$ cat src/sv/pld_pkg.sv
`timescale 1ns / 1ps
`default_nettype none
// ----------------------------------------------------------------------------
// Piecewise linear arc delay: shared types and constants
// Field widths, fixed-point formats, register indexes and the structs that
// pass between the piece cells, the divider stages and the output buffer.
// ----------------------------------------------------------------------------
package pld_pkg;

  localparam int unsigned MAX_PIECES_DEF = 3;
  localparam int unsigned PIECE_REGS     = 3;

  // Input and configuration field widths.
  localparam int unsigned ARC_W  = 16;
  localparam int unsigned CAP_W  = 16;
  localparam int unsigned TT_W   = 32;
  localparam int unsigned VEH_W  = 17;
  localparam int unsigned THR_W  = 16;
  localparam int unsigned SLP_W  = 16;
  localparam int unsigned CNT_W  = 2;
  localparam int unsigned FRAC_W = 8;

  // Derived datapath widths.
  localparam int unsigned PROD_W = TT_W + SLP_W;     // travel_time * slope, Q.16
  localparam int unsigned TH_W   = THR_W + CAP_W;    // threshold in vehicles, Q.8
  localparam int unsigned VQ_W   = VEH_W + FRAC_W;   // vehicle count, Q.8
  localparam int unsigned HALF_W = TH_W / 2;
  localparam int unsigned MUL_W  = PROD_W + HALF_W;
  localparam int unsigned TERM_W = 56;               // clamp width of one term
  localparam int unsigned ACC_W  = 64;               // signed height and best
  localparam int unsigned DELAY_W = 48;

  // Divider: quotient bits resolved per pipeline stage.
  localparam int unsigned DIV_BITS   = 4;
  localparam int unsigned DIV_STAGES = PROD_W / DIV_BITS;

  // Stream and configuration port widths.
  localparam int unsigned S_TDATA_W  = 88;
  localparam int unsigned M_TDATA_W  = DELAY_W;
  localparam int unsigned CFG_IDX_W  = 3;
  localparam int unsigned CFG_DATA_W = 16;

  // Configuration register indexes.
  localparam logic [CFG_IDX_W-1:0] REG_PIECE_COUNT = 3'd0;
  localparam logic [CFG_IDX_W-1:0] REG_THRESHOLD_0 = 3'd1;
  localparam logic [CFG_IDX_W-1:0] REG_THRESHOLD_1 = 3'd2;
  localparam logic [CFG_IDX_W-1:0] REG_THRESHOLD_2 = 3'd3;
  localparam logic [CFG_IDX_W-1:0] REG_SLOPE_0     = 3'd4;
  localparam logic [CFG_IDX_W-1:0] REG_SLOPE_1     = 3'd5;
  localparam logic [CFG_IDX_W-1:0] REG_SLOPE_2     = 3'd6;

  // Register reset values.
  localparam logic [CNT_W-1:0] PIECE_COUNT_RST = 2'd1;
  localparam logic [THR_W-1:0] THRESHOLD_0_RST = 16'd0;
  localparam logic [THR_W-1:0] THRESHOLD_1_RST = 16'd256;
  localparam logic [THR_W-1:0] THRESHOLD_2_RST = 16'd512;
  localparam logic [SLP_W-1:0] SLOPE_RST       = 16'd0;

  // One query as it travels down the chain of piece cells.
  typedef struct packed {
    logic                    zero;    // dummy arc, delay forced to zero
    logic [CAP_W-1:0]        cap;     // capacity, never zero
    logic [TT_W-1:0]         tt;
    logic [VEH_W-1:0]        veh;
    logic signed [ACC_W-1:0] height;
    logic signed [ACC_W-1:0] best;
  } item_t;

  // Query plus the thresholds of one piece, carried beside the divider.
  typedef struct packed {
    item_t           it;
    logic [TH_W-1:0] th;
    logic [TH_W-1:0] nth;
  } side_t;

  // Per-cell view of the configuration.
  typedef struct packed {
    logic             active;
    logic             has_next;
    logic [THR_W-1:0] thr;
    logic [THR_W-1:0] thr_next;
    logic [SLP_W-1:0] slp;
  } cell_cfg_t;

  typedef struct packed {
    logic [DELAY_W-1:0] delay;
    logic               sat;
  } res_t;

endpackage
`default_nettype wire

$ cat src/sv/pld_out.sv
`timescale 1ns / 1ps
`default_nettype none
// ----------------------------------------------------------------------------
// Result buffer
// Saturates the final delay and holds it in an output register with a
// one-entry skid stage, so that upstream ready comes from a register only.
// ----------------------------------------------------------------------------
module pld_out (
  input  wire logic                           clk_i,
  input  wire logic                           rst_ni,
  input  wire logic                           in_valid_i,
  input  wire pld_pkg::item_t                 in_item_i,
  output logic                                en_o,
  output logic                                m_axis_tvalid_o,
  input  wire logic                           m_axis_tready_i,
  output logic [pld_pkg::M_TDATA_W-1:0]       m_axis_tdata_o,  // delay
  output logic                                m_axis_tuser_o   // saturated
);
  import pld_pkg::*;

  res_t res_in;
  res_t out_q, out_d, skid_q, skid_d;
  logic out_v_q, out_v_d, skid_v_q, skid_v_d;
  logic arr, ovf;

  // The best candidate is never negative, so upper bits flag overflow.
  always_comb begin
    ovf = |in_item_i.best[ACC_W-1:DELAY_W];
    if (in_item_i.zero) begin
      res_in.delay = '0;
      res_in.sat   = 1'b0;
    end else begin
      res_in.delay = ovf ? {DELAY_W{1'b1}} : in_item_i.best[DELAY_W-1:0];
      res_in.sat   = ovf;
    end
  end

  assign en_o = !skid_v_q;
  assign arr  = in_valid_i && en_o;

  always_comb begin
    out_v_d  = out_v_q;
    out_d    = out_q;
    skid_v_d = skid_v_q;
    skid_d   = skid_q;
    if (!out_v_q || m_axis_tready_i) begin
      if (skid_v_q) begin
        out_v_d  = 1'b1;
        out_d    = skid_q;
        skid_v_d = arr;
        skid_d   = res_in;
      end else begin
        out_v_d  = arr;
        out_d    = res_in;
        skid_v_d = 1'b0;
      end
    end else if (arr) begin
      skid_v_d = 1'b1;
      skid_d   = res_in;
    end
  end

  always_ff @(posedge clk_i or negedge rst_ni) begin
    if (!rst_ni) begin
      out_v_q  <= 1'b0;
      skid_v_q <= 1'b0;
    end else begin
      out_v_q  <= out_v_d;
      skid_v_q <= skid_v_d;
    end
  end

  always_ff @(posedge clk_i) begin
    out_q  <= out_d;
    skid_q <= skid_d;
  end

  assign m_axis_tvalid_o = out_v_q;
  assign m_axis_tdata_o  = out_q.delay;
  assign m_axis_tuser_o  = out_q.sat;

endmodule
`default_nettype wire

$ cat config.mk
export PLATFORM = sky130hd
export DESIGN_NAME = pld_out
export DESIGN_NICKNAME = d
export VERILOG_FILES = /design/src/sv/pld_pkg.sv /design/src/sv/pld_out.sv
export SDC_FILE = /design/constraint.sdc
export NUM_CORES = 1
export LEC_CHECK = 0
export ABC_AREA = 1
export BUFFER_PORTS_ARGS = -buffer_cell sky130_fd_sc_hd__buf_2
export CAP_MARGIN = 20
export CORE_MARGIN = 2
export CORE_UTILIZATION = 45
export DETAILED_ROUTE_END_ITERATION = 7
export HOLD_SLACK_MARGIN = 0.06
export PLACE_DENSITY = 0.91
export SYNTH_ARGS = -nofsm -noshare
export SYNTH_HDL_FRONTEND = slang
export SYNTH_SLANG_ARGS = --single-unit
$ cat constraint.sdc
create_clock -name clk_i -period 5.1 [get_ports clk_i]
set_clock_uncertainty 0.05 [all_clocks]
set_input_delay 0.51 -clock clk_i [delete_from_list [all_inputs] [get_ports clk_i]]
set_output_delay 0.51 -clock clk_i [all_outputs]
set_load 0.02 [all_outputs]
==> run summary, run 1 <==
## Die
• **vertical die dimension** 104.7 um
• **number of top-level pins** 249
• **die area** 10,970 um2
• **initial cell density of the core** 46.51%
• **Core Region** 9819 um2
• **die extent in x** 104.7 um
• **# rows** 36

## Drt
• **routed wirelength normalized by instance count** 14.31 um
• **DRC viols** 0
• **Via-to-Cell Ratio** 5.182
• **number of nets with antenna violations after detailed routing** 0
• **First DRT Iteration DRCs** 190
• **post-detailed-routing wire length** 9886 um
• **total via count in the routed design** 3,581
• **drt pass-1 iters** 5

## Global route
• **pin count of the biggest net entering global routing** 55
• **aggregate global-route resource usage** 18.37%
• **global-route wire length before repair** 16,140 um
• **number of antenna violations at the first check in global routing** 0
• **sum of overflow across all layers after global routing** 0
• **via count of the first global-routing pass** 3,440

## Logic synthesis
• **warnings from Yosys** 0
• **most frequently used cell type in the post-synthesis netlist** sky130_fd_sc_hd__nand2_1
• **register area share after synthesis** 65.53%
• **Synthesized Nets** 651
• **mean post-synth cell area** 10.08 um2
• **#FFs+latches synth** 100
• **combinational family with the most area after synthesis** simple AND/OR/NAND/NOR gates
• **synth cell count leaders** sky130_fd_sc_hd__nand2_1 (104), sky130_fd_sc_hd__edfxtp_1 (98), sky130_fd_sc_hd__nand3_1 (96)
• **post-synth top area share** 64.44%
• **portion of netlist area occupied by mux cells** 0%
• **synthesized-area fraction occupied by ao, oa, aoi and oai cells** 5.479%
• **cell taking the most area after synthesis** sky130_fd_sc_hd__edfxtp_1
• **top cells by area, synth** sky130_fd_sc_hd__edfxtp_1 (64%), sky130_fd_sc_hd__nand3_1 (11%), sky130_fd_sc_hd__nand2_1 (8.5%)
• **cell area after technology mapping** 4567 um2
• **synthesized netlist cell count** 453
• **Synth Flop Type** sky130_fd_sc_hd__edfxtp_1
• **asr flop ratio synth** 2.000%
• **Post-synth EDFFs** 98
• **adder-cell share of the synthesized area** 0%
• **Simple-Gate Fraction of Synth Area** 20.33%
• **number of unique standard cell types used by synthesis** 15
• **xor and xnor fraction of the mapped netlist area** 0%

## Setup path
• **source of the critical timing path** skid_v_q
• **Crit Path Class** reg -> reg
• **startpoint kind of the worst setup timing path** flop
• **required time worst endpoint** 5070 ps
• **worst setup slack for register-to-register paths** 2080 ps
• **type of destination of the critical path** flop
• **Max Fanout on Critical Path** 54
• **reg-to-reg startpoint** skid_v_q
• **arrival time worst endpoint** 2990 ps

## Finish
• **utilization after layout** 55.34%
• **Final Non-Filler Cells** 691
• **share of layout cells above drive strength 1** 26.34%
• **number of antenna cells inserted** 0
• **area added between synthesis and finish** 18.99%
• **Final nets** 751

## CTS
• **TritonCTS clock tree** done
• **worst-skew pair later-pin latency** 350 ps
• **Clock transition at path regs** 110 ps
• **buffers from clock root to sink, at most** 2
• **buffer cell driving the clock tree root** sky130_fd_sc_hd__clkbuf_8
• **number of sinks driven by the clock tree** 100
• **buffers inserted by post-CTS timing repair** 0
• **TritonCTS buffer count** 9
• **H-Tree Level Count** 3

## Hold path
• **class of the tightest hold or removal check** in -> reg
• **Worst Hold Launch** in_valid_i

## Power and ir drop
• **Pwr Total** 1840 uW
• **leakage power** 0.002362 uW
• **Peak supply drop** 0.1613 mV
• **Power per Cell Area** 338.6 nW/um2

## Timing
• **final setup violating endpoints** 0
• **final worst path period need** 3017 ps
• **normalized max-slew margin** 26.13%
• **RSZ-0062 raised after global routing** no
• **f_max** 0.3314 GHz
• **share of the clock period used by the worst path** 59.16%
• **Final Hold Viols** 0
• **final count of pins violating max slew** 0
• **transition time at the pin with the least slew margin** 1105 ps
• **Fin Setup TNS** 0 ps

## Run
• **number of max-capacitance violations reported** 0

## Place
• **RePlAce Congestion** 0.7633
• **placed cell count** 673
• **count of input and output buffers** 119
• **post-detailed-placement half-perimeter wirelength** 6168 um

## Run status
• **run status** complete, no violations

==> worst max-delay path: stages (launching register included) <==
cell                      delay (ps)
sky130_fd_sc_hd__dfrtp_2        1020
sky130_fd_sc_hd__nor2_1          150
sky130_fd_sc_hd__nor2_1          210
sky130_fd_sc_hd__nor2_1           90
sky130_fd_sc_hd__a21oi_4         690
sky130_fd_sc_hd__buf_4           450
==> cells by family after synthesis <==
| group | after synthesis |
|---|---|
| AO/OA/AOI/OAI | 50 |
| AND/OR/NAND/NOR | 214 |
| flip-flops | 100 |
| buffers and inverters | 89 |
==> area by class of cell <==
class	count	area, um2
clock buffers	9	123.9
inverters	53	198.9
multi-input cells	264	1200
fillers	900	4385
clock inverters	7	95.09
repair buffers	125	655.6
well taps	133	166.4
flip-flops and latches	100	2994
==> placed cells by master, fill, tap and decap left out, drive strengths merged <==
cell and instances:
bufinv 1, dlygate4sd3 1, o21ai 49, nand3 96, clkinv 3, clkbuf 9
a21oi 1, nand2 104, edfxtp 98, nor2 14, dfrtp 2, buf 124
inv 56
==> repair_timing <==
item                      4_1_cts  5_1_grt
hold buffers                    1        0
gates resized for setup         0        0
hold endpoints to repair        2        0
==> final timing paths <==
kind	to	cells past startpoint
max in group asynchronous	skid_v_q	2
worst min-delay path	m_axis_tvalid_o	3
worst min register to register	m_axis_tdata_o[40]	2
worst max-delay path	skid_q[29]	5
min in group asynchronous	m_axis_tvalid_o	2
worst max register to register	skid_q[29]	5
==> metrics by stage <==
stage,setup WS (ps),area (um2),hold slack (ps)
after floorplan,599.4,4567,164.4
after global placement,1937,5185,244.2
after detailed placement,1826,5185,247.5
after CTS,2049,5414,282.3
after global routing,1823,5434,327.1
final,2083,5434,307.4
==> report_power, final <==
part,switching [uW],leakage [uW],internal [uW]
logic,182,0.00128,86.1
clock network,293,0.000111,242
registers,31.7,0.000971,1000
==> layer usage <==
metal | wire length (um) | track usage (%)
met4 | 70 | 6.857
met1 | 4011 | 23.69
met5 | 0 | 0
met2 | 4971 | 30.84
met3 | 831 | 3.493
==> flip-flops by register name, summed over array words and instances, names as in the netlist <==
register         flops
skid_q              49
m_axis_tdata_o      48
m_axis_tvalid_o      1
m_axis_tuser_o       1
skid_v_q             1
(Power assumes the default switching activity.)
==> run 2, diff against run 1 <==
--- a/config.mk
+++ b/config.mk
@@ -9,10 +9,10 @@
 export BUFFER_PORTS_ARGS = -buffer_cell sky130_fd_sc_hd__buf_2
 export CAP_MARGIN = 20
 export CORE_MARGIN = 2
-export CORE_UTILIZATION = 45
+export CORE_UTILIZATION = 41
 export DETAILED_ROUTE_END_ITERATION = 7
 export HOLD_SLACK_MARGIN = 0.06
-export PLACE_DENSITY = 0.91
+export PLACE_DENSITY = 0.87
 export SYNTH_ARGS = -nofsm -noshare
 export SYNTH_HDL_FRONTEND = slang
 export SYNTH_SLANG_ARGS = --single-unit
==> constraint.sdc (replaced) <==
create_clock -name clk_i -period 2.4 [get_ports clk_i]
set_clock_uncertainty 0.05 [all_clocks]
set_input_delay 0.24 -clock clk_i [delete_from_list [all_inputs] [get_ports clk_i]]
set_output_delay 0.24 -clock clk_i [all_outputs]
set_load 0.02 [all_outputs]
==> run 2 against run 1 <==
Flip-flop and latch count unchanged. Total power increased by 110%. Hold slack got worse by 180 ps. Die area increased by 9.4%. Largest cell class unchanged. Register-to-register slack got worse by 1500 ps.
==> run summary, run 2 (synthesis results as in run 1) <==
## Finish
• **number of fill cells in the layout** 963
• **number of antenna cells inserted** 0
• **area added between synthesis and finish** 20.36%
• **Final nets** 758
• **most common cell after layout, fill and taps aside** sky130_fd_sc_hd__buf_2
• **register with the most flip-flops** skid_q
• **share of layout cells above drive strength 1** 28.14%
• **utilization after layout** 50.70%
• **flip-flop count of the largest register, all copies and words added** 49
• **commonest cells after routing, fill and taps aside** sky130_fd_sc_hd__buf_2 (119), sky130_fd_sc_hd__nand2_1 (103), sky130_fd_sc_hd__edfxtp_1 (98)

## Timing
• **final count of pins violating max slew** 0
• **f_max** 0.5364 GHz
• **Fin Setup TNS** 0 ps
• **final setup violating endpoints** 0
• **Final Hold Viols** 0
• **final worst path period need** 1864 ps
• **transition time at the pin with the least slew margin** 670.3 ps
• **RSZ-0062 raised after global routing** no
• **share of the clock period used by the worst path** 77.68%
• **normalized max-slew margin** 55.31%

## Place
• **RePlAce Congestion** 0.7519
• **post-detailed-placement half-perimeter wirelength** 6531 um
• **count of input and output buffers** 119

## Drt
• **post-detailed-routing wire length** 10,350 um
• **number of nets with antenna violations after detailed routing** 0
• **drt pass-1 iters** 5
• **DRC viols** 0
• **Via-to-Cell Ratio** 5.023
• **First DRT Iteration DRCs** 274
• **total via count in the routed design** 3,541
• **routed wirelength normalized by instance count** 14.69 um

## Setup path
• **worst setup slack for register-to-register paths** 540 ps
• **R2R cell count** 5
• **type of destination of the critical path** flop
• **arrival time worst endpoint** 1810 ps
• **CP max stage delay** 600 ps
• **Crit path top cell by count** sky130_fd_sc_hd__nor2_2
• **FF-to-FF End** skid_q[28]
• **slowest cell on the critical path** sky130_fd_sc_hd__dfrtp_2
• **Max Fanout on Critical Path** 34
• **reg-to-reg startpoint** skid_v_q
• **required time worst endpoint** 2350 ps
• **critical path cell sequence** nor2_1, nor2_2, nor2_2, a21oi_4, buf_4
• **startpoint kind of the worst setup timing path** flop
• **Crit Path Class** reg -> reg

## Global route
• **sum of overflow across all layers after global routing** 0
• **aggregate global-route resource usage** 17.34%
• **global-route wire length before repair** 15,900 um
• **pin count of the biggest net entering global routing** 51
• **number of antenna violations at the first check in global routing** 0
• **via count of the first global-routing pass** 3,376

## Die
• **die extent in x** 109.5 um
• **# rows** 38
• **Core Region** 10,840 um2
• **number of top-level pins** 249
• **die area** 12,000 um2
• **initial cell density of the core** 42.13%
• **vertical die dimension** 109.5 um

## CTS
• **buffer cell driving the clock tree root** sky130_fd_sc_hd__clkbuf_8
• **worst-skew pair later-pin latency** 350 ps
• **number of sinks driven by the clock tree** 100
• **TritonCTS clock tree** done
• **post-cts sizing count** 0
• **TritonCTS buffer count** 9
• **buffers from clock root to sink, at most** 2
• **H-Tree Level Count** 3
• **Clock transition at path regs** 90 ps

## Power and ir drop
• **Pwr Total** 3855 uW
• **leakage power** 0.002377 uW
• **Peak supply drop** 0.3204 mV
• **Power per Cell Area** 701.3 nW/um2

## Hold path
• **worst hold path endpoint** skid_v_q
• **worst hold stages** 4
• **class of the tightest hold or removal check** in -> reg
• **Worst Hold Launch** m_axis_tready_i

## Run
• **number of max-capacitance violations reported** 0

## Run status
• **run status** complete, no violations

run 2: critical path: cells and delay by family, from the launching register on:
kind                   cells  cell delay, ps
flip-flops                 1             600
AND/OR/NAND/NOR            3             310
buffers and inverters      1             420
AO/OA/AOI/OAI              1             120
run 2: layout make-up:
cell class,count,area (um2),area share [%]
Clock buffer,9,123.9,2.254
Clock inverter,7,73.82,1.343
Inverter,53,202.7,3.688
Multi-Input combinational cell,264,1215,22.10
Sequential cell,100,2995,54.50
Tap cell,140,175.2,3.187
Timing Repair Buffer,132,710.7,12.93
run 2: where the power goes:
group | total [uW] | internal [uW] | switching (uW)
clock network | 1070 | 488 | 579
logic | 598 | 190 | 409
registers | 2190 | 2140 | 53.3
run 2: metal layers:
| metal | vias up | share of wire (%) | global-route usage [%] | wire (um) |
|---|---|---|---|---|
| met1 | 1596 | 41 | 22.83 | 4211 |
| met5 | - | 0 | 0 | 0 |
| li1 | 1735 | - | - | - |
| met4 | 0 | 0.76 | 6.058 | 79 |
| met2 | 204 | 48 | 27.69 | 5001 |
| met3 | 6 | 10 | 4.683 | 1061 |
run 2: repair_timing:
action / CTS / global route
endpoints found under the hold margin: 3 / 0
setup buffers: 0 / 0
hold buffers: 2 / 0
run 2: worst max path at each step:
| stage | start | end | slack [ps] |
|---|---|---|---|
| finish | skid_v_q | skid_q[28] | 540 |
| global route | skid_v_q | skid_q[17] | 430 |
| CTS | skid_v_q | skid_q[37] | 470 |
| detailed placement | skid_v_q | skid_q[14] | 490 |
| global placement | skid_v_q | skid_q[33] | 540 |
| floorplan | m_axis_tvalid_o | skid_q[0] | -520 |
run 2: per-stage QoR:
step / hold WS [ps] / instances / area (um2) / setup slack (ps)
floorplan: -105.6 / 453 / 4596 / -520.3
global placement: -17.58 / 687 / 5279 / 535.9
detailed placement: -14.47 / 687 / 5279 / 487.4
CTS: 115.7 / 705 / 5497 / 473.4
global route: 115.1 / 705 / 5497 / 431.5
finish: 129.5 / 705 / 5497 / 535.6
==> run 3, diff against run 2 <==
--- a/config.mk
+++ b/config.mk
@@ -9,10 +9,10 @@
 export BUFFER_PORTS_ARGS = -buffer_cell sky130_fd_sc_hd__buf_2
 export CAP_MARGIN = 20
 export CORE_MARGIN = 2
-export CORE_UTILIZATION = 41
+export CORE_UTILIZATION = 45
 export DETAILED_ROUTE_END_ITERATION = 7
 export HOLD_SLACK_MARGIN = 0.06
-export PLACE_DENSITY = 0.87
+export PLACE_DENSITY = 0.91
 export SYNTH_ARGS = -nofsm -noshare
 export SYNTH_HDL_FRONTEND = slang
 export SYNTH_SLANG_ARGS = --single-unit
==> constraint.sdc (replaced) <==
create_clock -name clk_i -period 1.85 [get_ports clk_i]
set_clock_uncertainty 0.05 [all_clocks]
set_input_delay 0.185 -clock clk_i [delete_from_list [all_inputs] [get_ports clk_i]]
set_output_delay 0.185 -clock clk_i [all_outputs]
set_load 0.02 [all_outputs]
==> run 3 against run 2 <==
Critical path depth rose by 3. Register-to-register slack got worse by 390 ps. Core utilization rose by 6.4 points. Hold slack got worse by 8.0 ps. First-iteration DRC count fell by 40%. Largest power group unchanged. Final cell count rose by 0.71%. Sequential share of layout area fell by 1.0 points.
==> run summary, run 3 (synthesis results as in run 1) <==
## Hold path
• **worst hold stages** 3
• **class of the tightest hold or removal check** in -> reg
• **Worst Hold Launch** in_item_i[46]
• **worst hold path endpoint** skid_q[47]

## Finish
• **commonest cells after routing, fill and taps aside** sky130_fd_sc_hd__buf_2 (119), sky130_fd_sc_hd__nand2_1 (103), sky130_fd_sc_hd__edfxtp_1 (98)
• **FF/Latch Area** 2995 um2
• **area added between synthesis and finish** 22.68%
• **flip-flop count of the largest register, all copies and words added** 49
• **number of antenna cells inserted** 0
• **register with the most flip-flops** skid_q
• **Final Non-Filler Cells** 710
• **Multi-input gate area** 1215 um2
• **most common cell after layout, fill and taps aside** sky130_fd_sc_hd__buf_2
• **utilization after layout** 57.06%
• **number of fill cells in the layout** 875
• **share of layout cells above drive strength 1** 29.12%
• **Final nets** 770

## Die
• **die extent in x** 104.7 um
• **Core Region** 9819 um2
• **number of top-level pins** 249
• **vertical die dimension** 104.7 um
• **# rows** 36
• **initial cell density of the core** 46.51%
• **die area** 10,970 um2

## CTS
• **buffer cell driving the clock tree root** sky130_fd_sc_hd__clkbuf_8
• **H-Tree Level Count** 3
• **TritonCTS buffer count** 9
• **worst-skew pair later-pin latency** 350 ps
• **Clock transition at path regs** 90 ps
• **buffers from clock root to sink, at most** 2
• **TritonCTS clock tree** done
• **number of sinks driven by the clock tree** 100

## Drt
• **Via-to-Cell Ratio** 5.156
• **number of nets with antenna violations after detailed routing** 0
• **post-detailed-routing wire length** 10,440 um
• **routed wirelength normalized by instance count** 14.71 um
• **First DRT Iteration DRCs** 165
• **DRC viols** 0
• **drt pass-1 iters** 5
• **total via count in the routed design** 3,661

## Place
• **count of input and output buffers** 119
• **RePlAce Congestion** 0.7200
• **post-detailed-placement half-perimeter wirelength** 6884 um
• **placed cell count** 688

## Setup path
• **worst setup slack for register-to-register paths** 150 ps
• **reg-to-reg startpoint** m_axis_tvalid_o
• **CP max stage delay** 540 ps
• **required time worst endpoint** 1850 ps
• **CP Buf/Inv Count** 4
• **critical path cell sequence** dlygate4sd3_1, buf_2, nor2_4, clkinvlp_4, nor2_2, nor2_2, a21oi_4, buf_12
• **type of destination of the critical path** flop
• **Crit Path Class** in -> reg
• **FF-to-FF End** skid_q[41]
• **Crit path top cell by count** sky130_fd_sc_hd__nor2_2
• **Crit path max-delay family** buffers and inverters
• **R2R cell count** 7
• **startpoint kind of the worst setup timing path** input pin
• **Max Fanout on Critical Path** 29
• **arrival time worst endpoint** 1810 ps
• **slowest cell on the critical path** sky130_fd_sc_hd__dlygate4sd3_1

## Global route
• **number of antenna violations at the first check in global routing** 0
• **pin count of the biggest net entering global routing** 51
• **via count of the first global-routing pass** 3,498
• **sum of overflow across all layers after global routing** 0
• **aggregate global-route resource usage** 19.22%
• **global-route wire length before repair** 16,720 um

## Power and ir drop
• **Peak supply drop** 0.4162 mV
• **Power per Cell Area** 871.8 nW/um2
• **leakage power** 0.002453 uW

## Run status
• **run status** complete, no violations

## Timing
• **transition time at the pin with the least slew margin** 631.0 ps
• **final setup violating endpoints** 0
• **final count of pins violating max slew** 0
• **normalized max-slew margin** 57.93%
• **share of the clock period used by the worst path** 97.86%
• **Final Hold Viols** 0
• **final worst path period need** 1810 ps
• **f_max** 0.5523 GHz

## Run
• **number of max-capacitance violations reported** 0

-- run 3: cell types whose count changed in the layout (fill, tap and decap cells not counted), sizes merged --
cell and delta:
buf +10, bufbuf +1, bufinv -1, clkinv +4, clkinvlp -1, dlygate4sd3 +1
inv -2
-- run 3: final cells by class --
type,count,share of cell area [%]
Clock buffer,9,2.211
Clock inverter,7,0.7816
Inverter,53,3.662
Multi-Input combinational cell,264,21.68
Sequential cell,100,53.46
Tap cell,133,2.970
Timing Repair Buffer,144,15.23
-- run 3: through the flow --
stage / total power [uW] / cell area, um2 / hold slack, ps / TNS [ps] / worst slack (ps)
global placement: 3657 / 5355 / -80.08 / 0 / 254.7
detailed placement: 3695 / 5355 / -73.86 / 0 / 206.3
CTS: 4912 / 5588 / 74.13 / 0 / 22.77
floorplan: 3367 / 4596 / -160.6 / -52450 / -1070
finish: 4885 / 5603 / 121.5 / 0 / 39.50
global route: 5097 / 5603 / 100.2 / -557.8 / -23.70
-- run 3: layer usage --
metal  vias up  track usage [%]  part of all wire [%]
met1      1636            24.80                    39
li1       1765                -                     -
met4         0            7.810                   1.9
met3        21            3.556                   9.7
met5         -                0                     0
met2       239            32.00                    49
-- run 3: what timing repair did --
item,CTS,global route
cloned,1,0
setup endpoints to repair,1,1
pin swaps,0,0
buffers inserted,0,2
hold endpoints to repair,4,0
hold buffers,3,0
resized for setup,1,0
-- run 3: worst max path at each step --
stage	startpoint	to	slack (ps)	cells past startpoint
2_1_floorplan	m_axis_tvalid_o	skid_q[0]	-1070	6
3_3_place_gp	m_axis_tvalid_o	skid_q[42]	250	7
3_5_place_dp	m_axis_tvalid_o	skid_q[2]	210	7
4_1_cts	skid_v_q	en_o	20	4
5_1_grt	m_axis_tready_i	skid_q[40]	-20	8
6_report	m_axis_tready_i	skid_q[41]	40	8
-- run 3: power by group --
part           leakage (uW)  internal (uW)  switching (uW)  total, uW
Clock             0.0000880            483             730       1210
Sequential         0.000971           2770            61.2       2830
Combinational       0.00139            290             550        840
Total               0.00245           3540            1340       4880
-- run 3: worst register-to-register path: stages (launching register included) --
cell and delay (ps):
sky130_fd_sc_hd__dfrtp_2 380, sky130_fd_sc_hd__inv_2 40, sky130_fd_sc_hd__nor2_4 130, sky130_fd_sc_hd__clkinvlp_4 120
sky130_fd_sc_hd__nor2_2 170, sky130_fd_sc_hd__nor2_2 60, sky130_fd_sc_hd__a21oi_4 200, sky130_fd_sc_hd__buf_12 230
